File: src/rtl/dahdsr_pkg.sv
// ----------------------------------------------------------------------------
// Envelope generator package
// Widths, register indexes, segment codes and the divider stage record that
// the delay-attack-decay-sustain-release envelope core shares.
// ----------------------------------------------------------------------------
package dahdsr_pkg;

  localparam int LENGTH_BITS    = 24;
  localparam int LEVEL_BITS     = 16;
  localparam int FRAME_BITS     = 32;
  localparam int SUM_BITS       = LENGTH_BITS + 3;
  localparam int PRODUCT_BITS   = LENGTH_BITS + LEVEL_BITS;
  localparam int CFG_DATA_BITS  = (LENGTH_BITS > LEVEL_BITS) ? LENGTH_BITS : LEVEL_BITS;
  localparam int REG_INDEX_BITS = 3;
  localparam int SEG_BITS       = 3;

  localparam logic [REG_INDEX_BITS-1:0] REG_DELAY   = REG_INDEX_BITS'(0);
  localparam logic [REG_INDEX_BITS-1:0] REG_ATTACK  = REG_INDEX_BITS'(1);
  localparam logic [REG_INDEX_BITS-1:0] REG_DECAY   = REG_INDEX_BITS'(2);
  localparam logic [REG_INDEX_BITS-1:0] REG_SUSTAIN = REG_INDEX_BITS'(3);
  localparam logic [REG_INDEX_BITS-1:0] REG_RELEASE = REG_INDEX_BITS'(4);
  localparam logic [REG_INDEX_BITS-1:0] REG_PEAK    = REG_INDEX_BITS'(5);
  localparam logic [REG_INDEX_BITS-1:0] REG_HOLD    = REG_INDEX_BITS'(6);

  localparam logic [SEG_BITS-1:0] SEG_ZERO    = SEG_BITS'(0);
  localparam logic [SEG_BITS-1:0] SEG_ATTACK  = SEG_BITS'(1);
  localparam logic [SEG_BITS-1:0] SEG_DECAY   = SEG_BITS'(2);
  localparam logic [SEG_BITS-1:0] SEG_SUSTAIN = SEG_BITS'(3);
  localparam logic [SEG_BITS-1:0] SEG_RELEASE = SEG_BITS'(4);

  typedef struct packed {
    logic [LENGTH_BITS-1:0] rem;
    logic [LEVEL_BITS-1:0]  nlow;
    logic [LEVEL_BITS-1:0]  quo;
    logic [LENGTH_BITS-1:0] len;
    logic [LEVEL_BITS-1:0]  start;
    logic                   up;
    logic                   fin;
    logic                   eob;
  } div_stage_t;

endpackage

File: src/rtl/delay_adsr_envelope_generator_core.sv
// ----------------------------------------------------------------------------
// Delay-attack-decay-sustain-release envelope generator core
// Returns the linear envelope level, the finished flag and the block-end mark
// for each frame index, with ramps computed by a pipelined divider.
// ----------------------------------------------------------------------------
// The core takes one frame transaction every clock cycle unless stalled and
// returns one result transaction for each, in order. Most of the pipeline is
// the restoring divider for offset * delta / length, resolving one quotient
// bit per stage. A stall on the result side freezes the whole pipeline and
// is passed back on item_stall in the same cycle. The user must write
// configuration only while no transaction is in flight; it is not enforced.
module delay_adsr_envelope_generator_core (
  input  logic                                        clk,
  input  logic                                        rst,
  input  logic                                        write_enable,
  input  logic [dahdsr_pkg::REG_INDEX_BITS-1:0]       register_index,
  input  logic [dahdsr_pkg::CFG_DATA_BITS-1:0]        write_data,
  input  logic                                        item_valid,
  output logic                                        item_stall,
  input  logic [dahdsr_pkg::FRAME_BITS-1:0]           frame_index,
  input  logic                                        end_of_block,
  output logic                                        result_valid,
  input  logic                                        result_stall,
  output logic [dahdsr_pkg::LEVEL_BITS-1:0]           level,
  output logic                                        finished,
  output logic                                        last_of_block
);

  localparam int L = dahdsr_pkg::LENGTH_BITS;
  localparam int Q = dahdsr_pkg::LEVEL_BITS;
  localparam int F = dahdsr_pkg::FRAME_BITS;
  localparam int S = dahdsr_pkg::SUM_BITS;
  localparam int P = dahdsr_pkg::PRODUCT_BITS;

  logic [L-1:0] delay_frames;
  logic [L-1:0] attack_frames;
  logic [L-1:0] decay_frames;
  logic [L-1:0] sustain_frames;
  logic [L-1:0] release_frames;
  logic [Q-1:0] peak_level;
  logic [Q-1:0] hold_level;

  logic [S-1:0] sum_da;
  logic [S-1:0] sum_ds;
  logic [L-1:0] delay_copy;
  logic [L-1:0] decay_copy;
  logic [L-1:0] release_copy;
  logic [S-1:0] bound_1;
  logic [S-1:0] bound_2;
  logic [S-1:0] bound_3;
  logic [S-1:0] bound_4;
  logic [S-1:0] bound_end;

  logic en;

  logic         s1_valid;
  logic [F-1:0] s1_frame;
  logic         s1_eob;
  logic         s2_valid;
  logic [F-1:0] s2_frame;
  logic         s2_eob;

  logic                              s3_valid;
  logic [dahdsr_pkg::SEG_BITS-1:0]   s3_seg;
  logic [L-1:0]                      s3_off;
  logic                              s3_fin;
  logic                              s3_eob;
  logic [dahdsr_pkg::SEG_BITS-1:0]   s3_seg_next;
  logic [L-1:0]                      s3_off_next;
  logic                              s3_fin_next;
  logic [F-1:0]                      diff_1;
  logic [F-1:0]                      diff_2;
  logic [F-1:0]                      diff_4;

  logic         s4_valid;
  logic [L-1:0] s4_off;
  logic [Q-1:0] s4_mag;
  logic [L-1:0] s4_len;
  logic [Q-1:0] s4_start;
  logic         s4_up;
  logic         s4_fin;
  logic         s4_eob;
  logic [L-1:0] s4_off_next;
  logic [Q-1:0] s4_mag_next;
  logic [L-1:0] s4_len_next;
  logic [Q-1:0] s4_start_next;
  logic         s4_up_next;

  logic [P-1:0] product;

  dahdsr_pkg::div_stage_t dv [Q+1];
  logic [Q:0]             dv_valid;
  dahdsr_pkg::div_stage_t dv_first;
  dahdsr_pkg::div_stage_t dv_step [Q];
  logic [L:0]             trial [Q];
  logic [L:0]             trial_sub [Q];

  logic [Q-1:0] level_next;

  assign en         = !(result_valid && result_stall);
  assign item_stall = !en;

  always_ff @(posedge clk) begin
    if (rst) begin
      delay_frames   <= '0;
      attack_frames  <= '0;
      decay_frames   <= '0;
      sustain_frames <= '0;
      release_frames <= '0;
      peak_level     <= '1;
      hold_level     <= Q'(1) << (Q - 1);
    end else if (write_enable) begin
      case (register_index)
        dahdsr_pkg::REG_DELAY:   delay_frames   <= write_data[L-1:0];
        dahdsr_pkg::REG_ATTACK:  attack_frames  <= write_data[L-1:0];
        dahdsr_pkg::REG_DECAY:   decay_frames   <= write_data[L-1:0];
        dahdsr_pkg::REG_SUSTAIN: sustain_frames <= write_data[L-1:0];
        dahdsr_pkg::REG_RELEASE: release_frames <= write_data[L-1:0];
        dahdsr_pkg::REG_PEAK:    peak_level     <= write_data[Q-1:0];
        dahdsr_pkg::REG_HOLD:    hold_level     <= write_data[Q-1:0];
        default: ;
      endcase
    end
  end

  // Segment boundaries are registered behind the sums and copies of the lengths.
  always_ff @(posedge clk) begin
    if (rst) begin
      sum_da       <= '0;
      sum_ds       <= '0;
      delay_copy   <= '0;
      decay_copy   <= '0;
      release_copy <= '0;
      bound_1      <= '0;
      bound_2      <= '0;
      bound_3      <= '0;
      bound_4      <= '0;
      bound_end    <= '0;
    end else begin
      sum_da       <= S'(delay_frames) + S'(attack_frames);
      sum_ds       <= S'(decay_frames) + S'(sustain_frames);
      delay_copy   <= delay_frames;
      decay_copy   <= decay_frames;
      release_copy <= release_frames;
      bound_1      <= S'(delay_copy);
      bound_2      <= sum_da;
      bound_3      <= sum_da + S'(decay_copy);
      bound_4      <= sum_da + sum_ds;
      bound_end    <= sum_da + sum_ds + S'(release_copy);
    end
  end

  always_comb begin
    diff_1      = s2_frame - F'(bound_1);
    diff_2      = s2_frame - F'(bound_2);
    diff_4      = s2_frame - F'(bound_4);
    s3_fin_next = (s2_frame >= F'(bound_end));
    s3_seg_next = dahdsr_pkg::SEG_ZERO;
    s3_off_next = '0;
    if (s3_fin_next || s2_frame < F'(bound_1)) begin
      s3_seg_next = dahdsr_pkg::SEG_ZERO;
    end else if (s2_frame < F'(bound_2)) begin
      s3_seg_next = dahdsr_pkg::SEG_ATTACK;
      s3_off_next = diff_1[L-1:0];
    end else if (s2_frame < F'(bound_3)) begin
      s3_seg_next = dahdsr_pkg::SEG_DECAY;
      s3_off_next = diff_2[L-1:0];
    end else if (s2_frame < F'(bound_4)) begin
      s3_seg_next = dahdsr_pkg::SEG_SUSTAIN;
    end else begin
      s3_seg_next = dahdsr_pkg::SEG_RELEASE;
      s3_off_next = diff_4[L-1:0];
    end
  end

  always_comb begin
    s4_off_next   = s3_off;
    s4_mag_next   = '0;
    s4_len_next   = L'(1);
    s4_start_next = '0;
    s4_up_next    = 1'b1;
    case (s3_seg)
      dahdsr_pkg::SEG_ATTACK: begin
        s4_mag_next = peak_level;
        s4_len_next = attack_frames;
      end
      dahdsr_pkg::SEG_DECAY: begin
        s4_start_next = peak_level;
        s4_len_next   = decay_frames;
        if (hold_level >= peak_level) begin
          s4_mag_next = hold_level - peak_level;
        end else begin
          s4_mag_next = peak_level - hold_level;
          s4_up_next  = 1'b0;
        end
      end
      dahdsr_pkg::SEG_SUSTAIN: begin
        s4_start_next = hold_level;
        s4_off_next   = '0;
      end
      dahdsr_pkg::SEG_RELEASE: begin
        s4_start_next = hold_level;
        s4_mag_next   = hold_level;
        s4_len_next   = release_frames;
        s4_up_next    = 1'b0;
      end
      default: begin
        s4_off_next = '0;
      end
    endcase
  end

  assign product = s4_off * s4_mag;

  always_comb begin
    dv_first.rem   = product[P-1:Q];
    dv_first.nlow  = product[Q-1:0];
    dv_first.quo   = '0;
    dv_first.len   = s4_len;
    dv_first.start = s4_start;
    dv_first.up    = s4_up;
    dv_first.fin   = s4_fin;
    dv_first.eob   = s4_eob;
  end

  always_comb begin
    for (int k = 0; k < Q; k++) begin
      trial[k]        = {dv[k].rem, dv[k].nlow[Q-1]};
      trial_sub[k]    = trial[k] - {1'b0, dv[k].len};
      dv_step[k]      = dv[k];
      dv_step[k].nlow = dv[k].nlow << 1;
      if (trial[k] >= {1'b0, dv[k].len}) begin
        dv_step[k].rem = trial_sub[k][L-1:0];
        dv_step[k].quo = {dv[k].quo[Q-2:0], 1'b1};
      end else begin
        dv_step[k].rem = trial[k][L-1:0];
        dv_step[k].quo = {dv[k].quo[Q-2:0], 1'b0};
      end
    end
  end

  assign level_next = dv[Q].up ? (dv[Q].start + dv[Q].quo) : (dv[Q].start - dv[Q].quo);

  always_ff @(posedge clk) begin
    if (rst) begin
      s1_valid     <= 1'b0;
      s2_valid     <= 1'b0;
      s3_valid     <= 1'b0;
      s4_valid     <= 1'b0;
      dv_valid     <= '0;
      result_valid <= 1'b0;
    end else if (en) begin
      s1_valid     <= item_valid;
      s2_valid     <= s1_valid;
      s3_valid     <= s2_valid;
      s4_valid     <= s3_valid;
      dv_valid     <= {dv_valid[Q-1:0], s4_valid};
      result_valid <= dv_valid[Q];
    end
  end

  always_ff @(posedge clk) begin
    if (en) begin
      s1_frame <= frame_index;
      s1_eob   <= end_of_block;
      s2_frame <= s1_frame;
      s2_eob   <= s1_eob;
      s3_seg   <= s3_seg_next;
      s3_off   <= s3_off_next;
      s3_fin   <= s3_fin_next;
      s3_eob   <= s2_eob;
      s4_off   <= s4_off_next;
      s4_mag   <= s4_mag_next;
      s4_len   <= s4_len_next;
      s4_start <= s4_start_next;
      s4_up    <= s4_up_next;
      s4_fin   <= s3_fin;
      s4_eob   <= s3_eob;
      dv[0]    <= dv_first;
      for (int k = 0; k < Q; k++) begin
        dv[k+1] <= dv_step[k];
      end
      level         <= level_next;
      finished      <= dv[Q].fin;
      last_of_block <= dv[Q].eob;
    end
  end

  a_finished_level_zero: assert property (@(posedge clk) disable iff (rst)
    result_valid && finished |-> level == '0)
    else $error("Finished result carries a nonzero level.");

  a_divisor_nonzero: assert property (@(posedge clk) disable iff (rst)
    dv_valid[0] |-> dv[0].len != '0)
    else $error("Divider entered with a zero length.");

  a_remainder_bound: assert property (@(posedge clk) disable iff (rst)
    dv_valid[Q] |-> dv[Q].rem < dv[Q].len)
    else $error("Divider remainder is not below the length.");

  a_reset_empties: assert property (@(posedge clk)
    rst |=> !result_valid && dv_valid == '0)
    else $error("Pipeline holds a transaction after reset.");

endmodule
File: config.mk
export PLATFORM = sky130hd
export DESIGN_NAME = delay_adsr_envelope_generator_core
export DESIGN_NICKNAME = d
export VERILOG_FILES = /design/src/rtl/dahdsr_pkg.sv /design/src/rtl/delay_adsr_envelope_generator_core.sv
export SDC_FILE = /design/constraint.sdc
export NUM_CORES = 2
export LEC_CHECK = 0
export ABC_AREA = 1
export BUFFER_PORTS_ARGS = -buffer_cell sky130_fd_sc_hd__buf_2
export CAP_MARGIN = 20
export CORE_MARGIN = 4
export CORE_UTILIZATION = 55
export DETAILED_ROUTE_END_ITERATION = 8
export PLACE_DENSITY = 0.79
export SLEW_MARGIN = 10
export SYNTH_ARGS = -nofsm -noshare
export SYNTH_HDL_FRONTEND = slang
export SYNTH_SLANG_ARGS = --single-unit
File: constraint.sdc
create_clock -name clk -period 48.4 [get_ports clk]
set_input_delay 2.42 -clock clk [delete_from_list [all_inputs] [get_ports clk]]
set_output_delay 2.42 -clock clk [all_outputs]
set_load 0.05 [all_outputs]
# --- Word-level counts from Yosys, hierarchy flattened ---
# Memories as Yosys holds them, arrays and structs flattened.
# Cells that the tools add are included.
word_totals:
  reg_bits: 628
  ram_bits: 1683
  in_bits: 65
  out_inout_bits: 20
  n_memories: 1
op_classes:
  addsub: 28
  multipliers: 1
  order_cmp: 22
  eq_ne: 10
  n_mux: 46
  reduce_logical: 14
mem_list:
  columns: ["name", "depth", "word_bits", "rd", "rd_ports_with_merged_regs", "write_ports", "line", "text"]
  rows:
  - ["dv", 17, 99, 17, 0, 17, "delay_adsr_envelope_generator_core.sv:91", "dahdsr_pkg::div_stage_t dv [Q+1];"]
op_table:
  columns: ["op", "n"]
  rows:
  - ["24-bit 2-to-1 mux", 19]
  - ["24-bit subtractor", 19]
  - ["25-bit by 24-bit greater-or-equal comparator with 1-bit output", 16]
  - ["32-bit by 27-bit < comparator with 1-bit output", 3]
  - ["24-bit one-hot mux with 3 select lines", 1]
  - ["27-bit by 24-bit adder with 27-bit output", 2]
  - ["24-bit by 24-bit adder with 25-bit output", 2]
  - ["16-bit one-hot mux with 3 select lines", 1]
  - ["16-bit subtractor", 3]
  - ["24-bit by 16-bit multiplier with 40-bit output", 1]
  - ["32-bit by 27-bit greater-or-equal comparator with 1-bit output", 1]
  - ["32-bit by 24-bit < comparator with 1-bit output", 1]
  - ["16-bit 2-to-1 mux", 2]
  - ["16-bit one-hot mux with 2 select lines", 1]
  - ["27-bit adder", 1]
  - ["1-bit 2-to-1 mux", 19]
  - ["16-bit adder", 1]
  - ["16-bit greater-or-equal comparator", 1]
  - ["2-bit AND reduction", 7]
  - ["3-bit by 2-bit equality test with 1-bit output, second input constant", 4]
  - ["3-bit equality test, second input constant", 4]
  - ["3-bit by 1-bit equality test with 1-bit output, second input constant", 2]
  - ["3-bit OR reduction", 2]
  - ["2-bit OR reduction", 2]
  - ["other kinds (6)", 6]

# --- Depth between registers and ports, before layout ---
depth:
  ltp_word: 4
  depth_mapped: 27

# --- Worst setup path before layout ---
# Ideal clock, no wire load.
synth_path:
  kind: "in2reg"
  startpoint: "in result_stall"
  endpoint: "mem dv[0][0] (netlist name), enable pin"
  setup_time_ns: 2.526
  arrival_ns: 44.511
  t_required_ns: 45.874
  setup_slack_ns: 1.364
  stages: 2
  path_buffers: 1
  path_cell_list: "nand2_1 clkbuf_1"
synth_lines:
  columns: ["item", "line", "text"]
  rows:
  - ["from (decl)", "delay_adsr_envelope_generator_core.sv:23", "input logic result_stall,"]
  - ["to (decl)", "delay_adsr_envelope_generator_core.sv:91", null]

==> metrics.yaml <==
status:
  status: "finished clean"
synth:
  async_reset_ff_frac: 0
  avgSynthCellArea_um2: 9.22
  synth_top_area_frac: 0.406
  postSynthCellCount: 12485
  synth_nets: 13673
  synth.area.top_cells: "edfxtp_1 (41%), ha_1 (8.6%), nand2_1 (7.9%), dfxtp_1 (7.4%), inv_1 (6.6%)"
  synth_edf_count: 1559
  netlist_area_um2: 115000
  yosys_warnings: 0
  yosysTopAreaCell: "edfxtp_1"
  synthFlopType: "edfxtp_1"
  ys_types: 63
  synth.yosys.seq_area_share: 0.480
  ys_seq_elements: 1983
pwr:
  leakage_nw: 55.4
  swShare: 0.357
  clkPwrFrac: 0.270
  power_switching_mw: 2.11
  seq_power_share: 0.388
  irDropWorstVdd_uv: 40.2
  combPwrFrac: 0.342
  p_int_mw: 3.80
  power_density_nw_per_um2: 47.3
route:
  first_iter_violations: 8058
  wl_um: 292000
  first_pass_iters: 6
  vias: 85742
  via_per_inst: 5.53
  wl_per_cell_um: 18.8
  drc_errors: 0
  ant_nets: 0
timing:
  fmax_mhz: 147
  worst_slew_margin_rel: 0.251
  tightest_slew_ns: 1.12
  setup_viol: 0
  setup_tns_ns: 0
  final-hold-violation-count: 0
  final_max_slew_viol_count: 0
  skew_ns: 0.0464
  fin_crit_ns: 6.79
  fin_crit_sh: 0.140
  layout_setup_ws_ns: 41.61
  rsz0062_at_grt: "false"
min_path:
  hold_path_depth: 2
  hp-class: "register to register"
  whs_endpoint: "bound_1[11]$_SDFF_PP0_"
  min_from: "delay_copy[11]$_SDFF_PP0_"
floorplanning:
  core-area_um2: 208000
  die_y_um: 466
  io_pins: 85
  die_w_um: 466
  initial_core_util: 0.555
  die-area_um2: 217000
  num_rows: 167
clock_network:
  cts.root.buffer_cell: "clkbuf_16"
  cts_resized: 0
  cts_sinks: 1983
  numCtsBuffers: 203
  cts_tree: "yes"
  htree_levels: 4
  postCtsSetupBuffers: 0
  path_clk_slew_ns: 0.06
  clk_path_buf_depth: 3
  holdBufCountCts: 0
  clk-insertion-delay-late_ns: 0.85
layout:
  fin_cells: 15515
  nets: 13739
  syn2layout_area_growth_pct: 8.54
  drive_gt1_frac: 0.0453
global_routing:
  grt_pass1_wl_um: 457000
  grt_overflow: 0
  grt_pass1_vias: 82690
  antenna_found_initial: 12
  grt_use_total: 0.267
  grt_max_degree: 222
placement:
  pre_cts_ws_ns: 41.45
  hpwl_um: 222000
  port_buffers: 84
  dp_cells: 15129
  gp_congestion: 0.990
critical_path:
  rr_startpoint: "s4_mag[12]$_DFFE_PN_"
  rrSetupSlack_ns: 41.61
  crit_arrival_ns: 7.39
  criticalPathCategory: "register to register"
  rr_worst_depth: 19
  critPathLaunchType: "register"
  end_kind: "register"
  rr_endpoint: "dv[0][90]$_DFFE_PN_"
  path_max_fanout: 24
  crit_required_ns: 48.99
run:
  max_cap_viol_count: 0
## worst max path at each step
stage               slack (ns)            startpoint                    to  cells after the start
detailed placement       41.45          result_stall  dv[1][707]$_DFFE_PN_                      6
finish                   41.61  s4_mag[12]$_DFFE_PN_   dv[0][90]$_DFFE_PN_                     19
floorplan                 1.36          result_stall    dv[0][0]$_DFFE_PN_                      2
global route             41.35  s4_mag[11]$_DFFE_PN_   dv[0][90]$_DFFE_PN_                     19
CTS                      41.67  s4_mag[12]$_DFFE_PN_   dv[0][90]$_DFFE_PN_                     19
global placement         41.48          result_stall  dv[1][709]$_DFFE_PN_                      6
## per-stage QoR
step / power, mW / area, um2 / util / hold slack [ns]
finish: 5.91 / 125000 / 0.602 / 0.403
global route: 6.27 / 125000 / 0.602 / 0.413
CTS: 5.91 / 125000 / 0.601 / 0.403
detailed placement: 4.30 / 118000 / 0.568 / 0.394
global placement: 4.27 / 118000 / 0.568 / 0.393
floorplan: 3.80 / 115000 / - / 0.388
## routing by layer
layer | global-route usage | vias up | routed length (um)
met4 | 0.104 | 4 | 12700
li1 | - | 41604 | -
met2 | 0.430 | 3204 | 133000
met5 | 0 | - | 33
met1 | 0.364 | 40316 | 124000
met3 | 0.0429 | 614 | 22600
## synth_stat cells, drive strengths merged (3+ instances only)
library cell     n
o311ai          15
nor2          1193
a21boi          19
nand3b           9
inv           2027
o221a            3
a211oi           5
nand2         2431
edfxtp        1559
o21bai          78
or2             12
ha             791
nand4          120
and3             5
nor4            54
a21o            75
o21a            30
nor3           121
o21ai          799
dfxtp          424
o221ai          26
and2             3
o211ai          51
xnor2          241
fa             332
xor2           211
a221oi           4
clkbuf         174
a31oi           31
o22ai           21
a21oi         1079
nand3          442
nor3b            7
buf             86
## power by group through the flow
stage | Sequential, mW | Clock (mW) | Combinational [mW]
5_1_grt | 2.31 | 1.70 | 2.26
3_5_place_dp | 2.33 | 0 | 1.97
3_3_place_gp | 2.32 | 0 | 1.94
6_report | 2.29 | 1.59 | 2.02
4_1_cts | 2.29 | 1.63 | 1.99
2_1_floorplan | 2.27 | 0 | 1.53
## layout by cell type (no fill, tap or decap), drive strengths merged, types with 51 or more instances in the layout
cell type	Yosys	layout
ha	791	791
edfxtp	1559	1559
nand3	442	442
o211ai	51	51
xor2	211	211
nor2	1193	1193
a21oi	1079	1079
nand2	2431	2431
nor4	54	54
clkbuf	174	245
inv	2027	2046
buf	86	121
fa	332	332
nand4	120	120
a21o	75	75
dfxtp	424	424
nor3	121	121
clkinv	1	78
o21ai	799	799
xnor2	241	241
o21bai	78	78
## flip-flops by register name, indices dropped and copies added, names as in the netlist, 25 cells and up
name       flops
s1_frame      32
bound_4       26
bound_end     27
s2_frame      32
sum_ds        25
bound_3       26
dv          1363
sum_da        25
bound_2       25
## kinds of logic after synthesis
kind of cell | synth area share
DFF | 0.480
and+or+nand+nor | 0.157
buffers and inverters | 0.0782
AOI/OAI and AO/OA | 0.107
adders and majority gates | 0.144
xor gates and xnor gates | 0.0344
## cell type report
cell class	count	area [um2]
fill	17529	82700
sequential	1983	55300
multi-input combinational	8214	50900
inverter	2028	7620
clock buffer	245	5370
tap	2788	3490
clock inverter	131	1480
timing repair buffer	121	843
antenna	5	12.5
## worst max-delay path, cell delays in order, from the launching register on
cell	delay [ns]
edfxtp_1	1.02
nand2_1	0.26
fa_1	0.63
inv_1	0.06
fa_1	0.48
fa_1	0.53
fa_1	0.57
fa_1	0.60
inv_1	0.07
fa_1	0.53
inv_1	0.05
ha_1	0.37
nand2_1	0.10
nor2_1	0.09
inv_1	0.05
nor2_1	0.12
inv_1	0.07
o21ai_0	0.58
a21oi_1	0.18
xnor2_1	0.17
No activity file was read; power rests on OpenSTA's default activity.
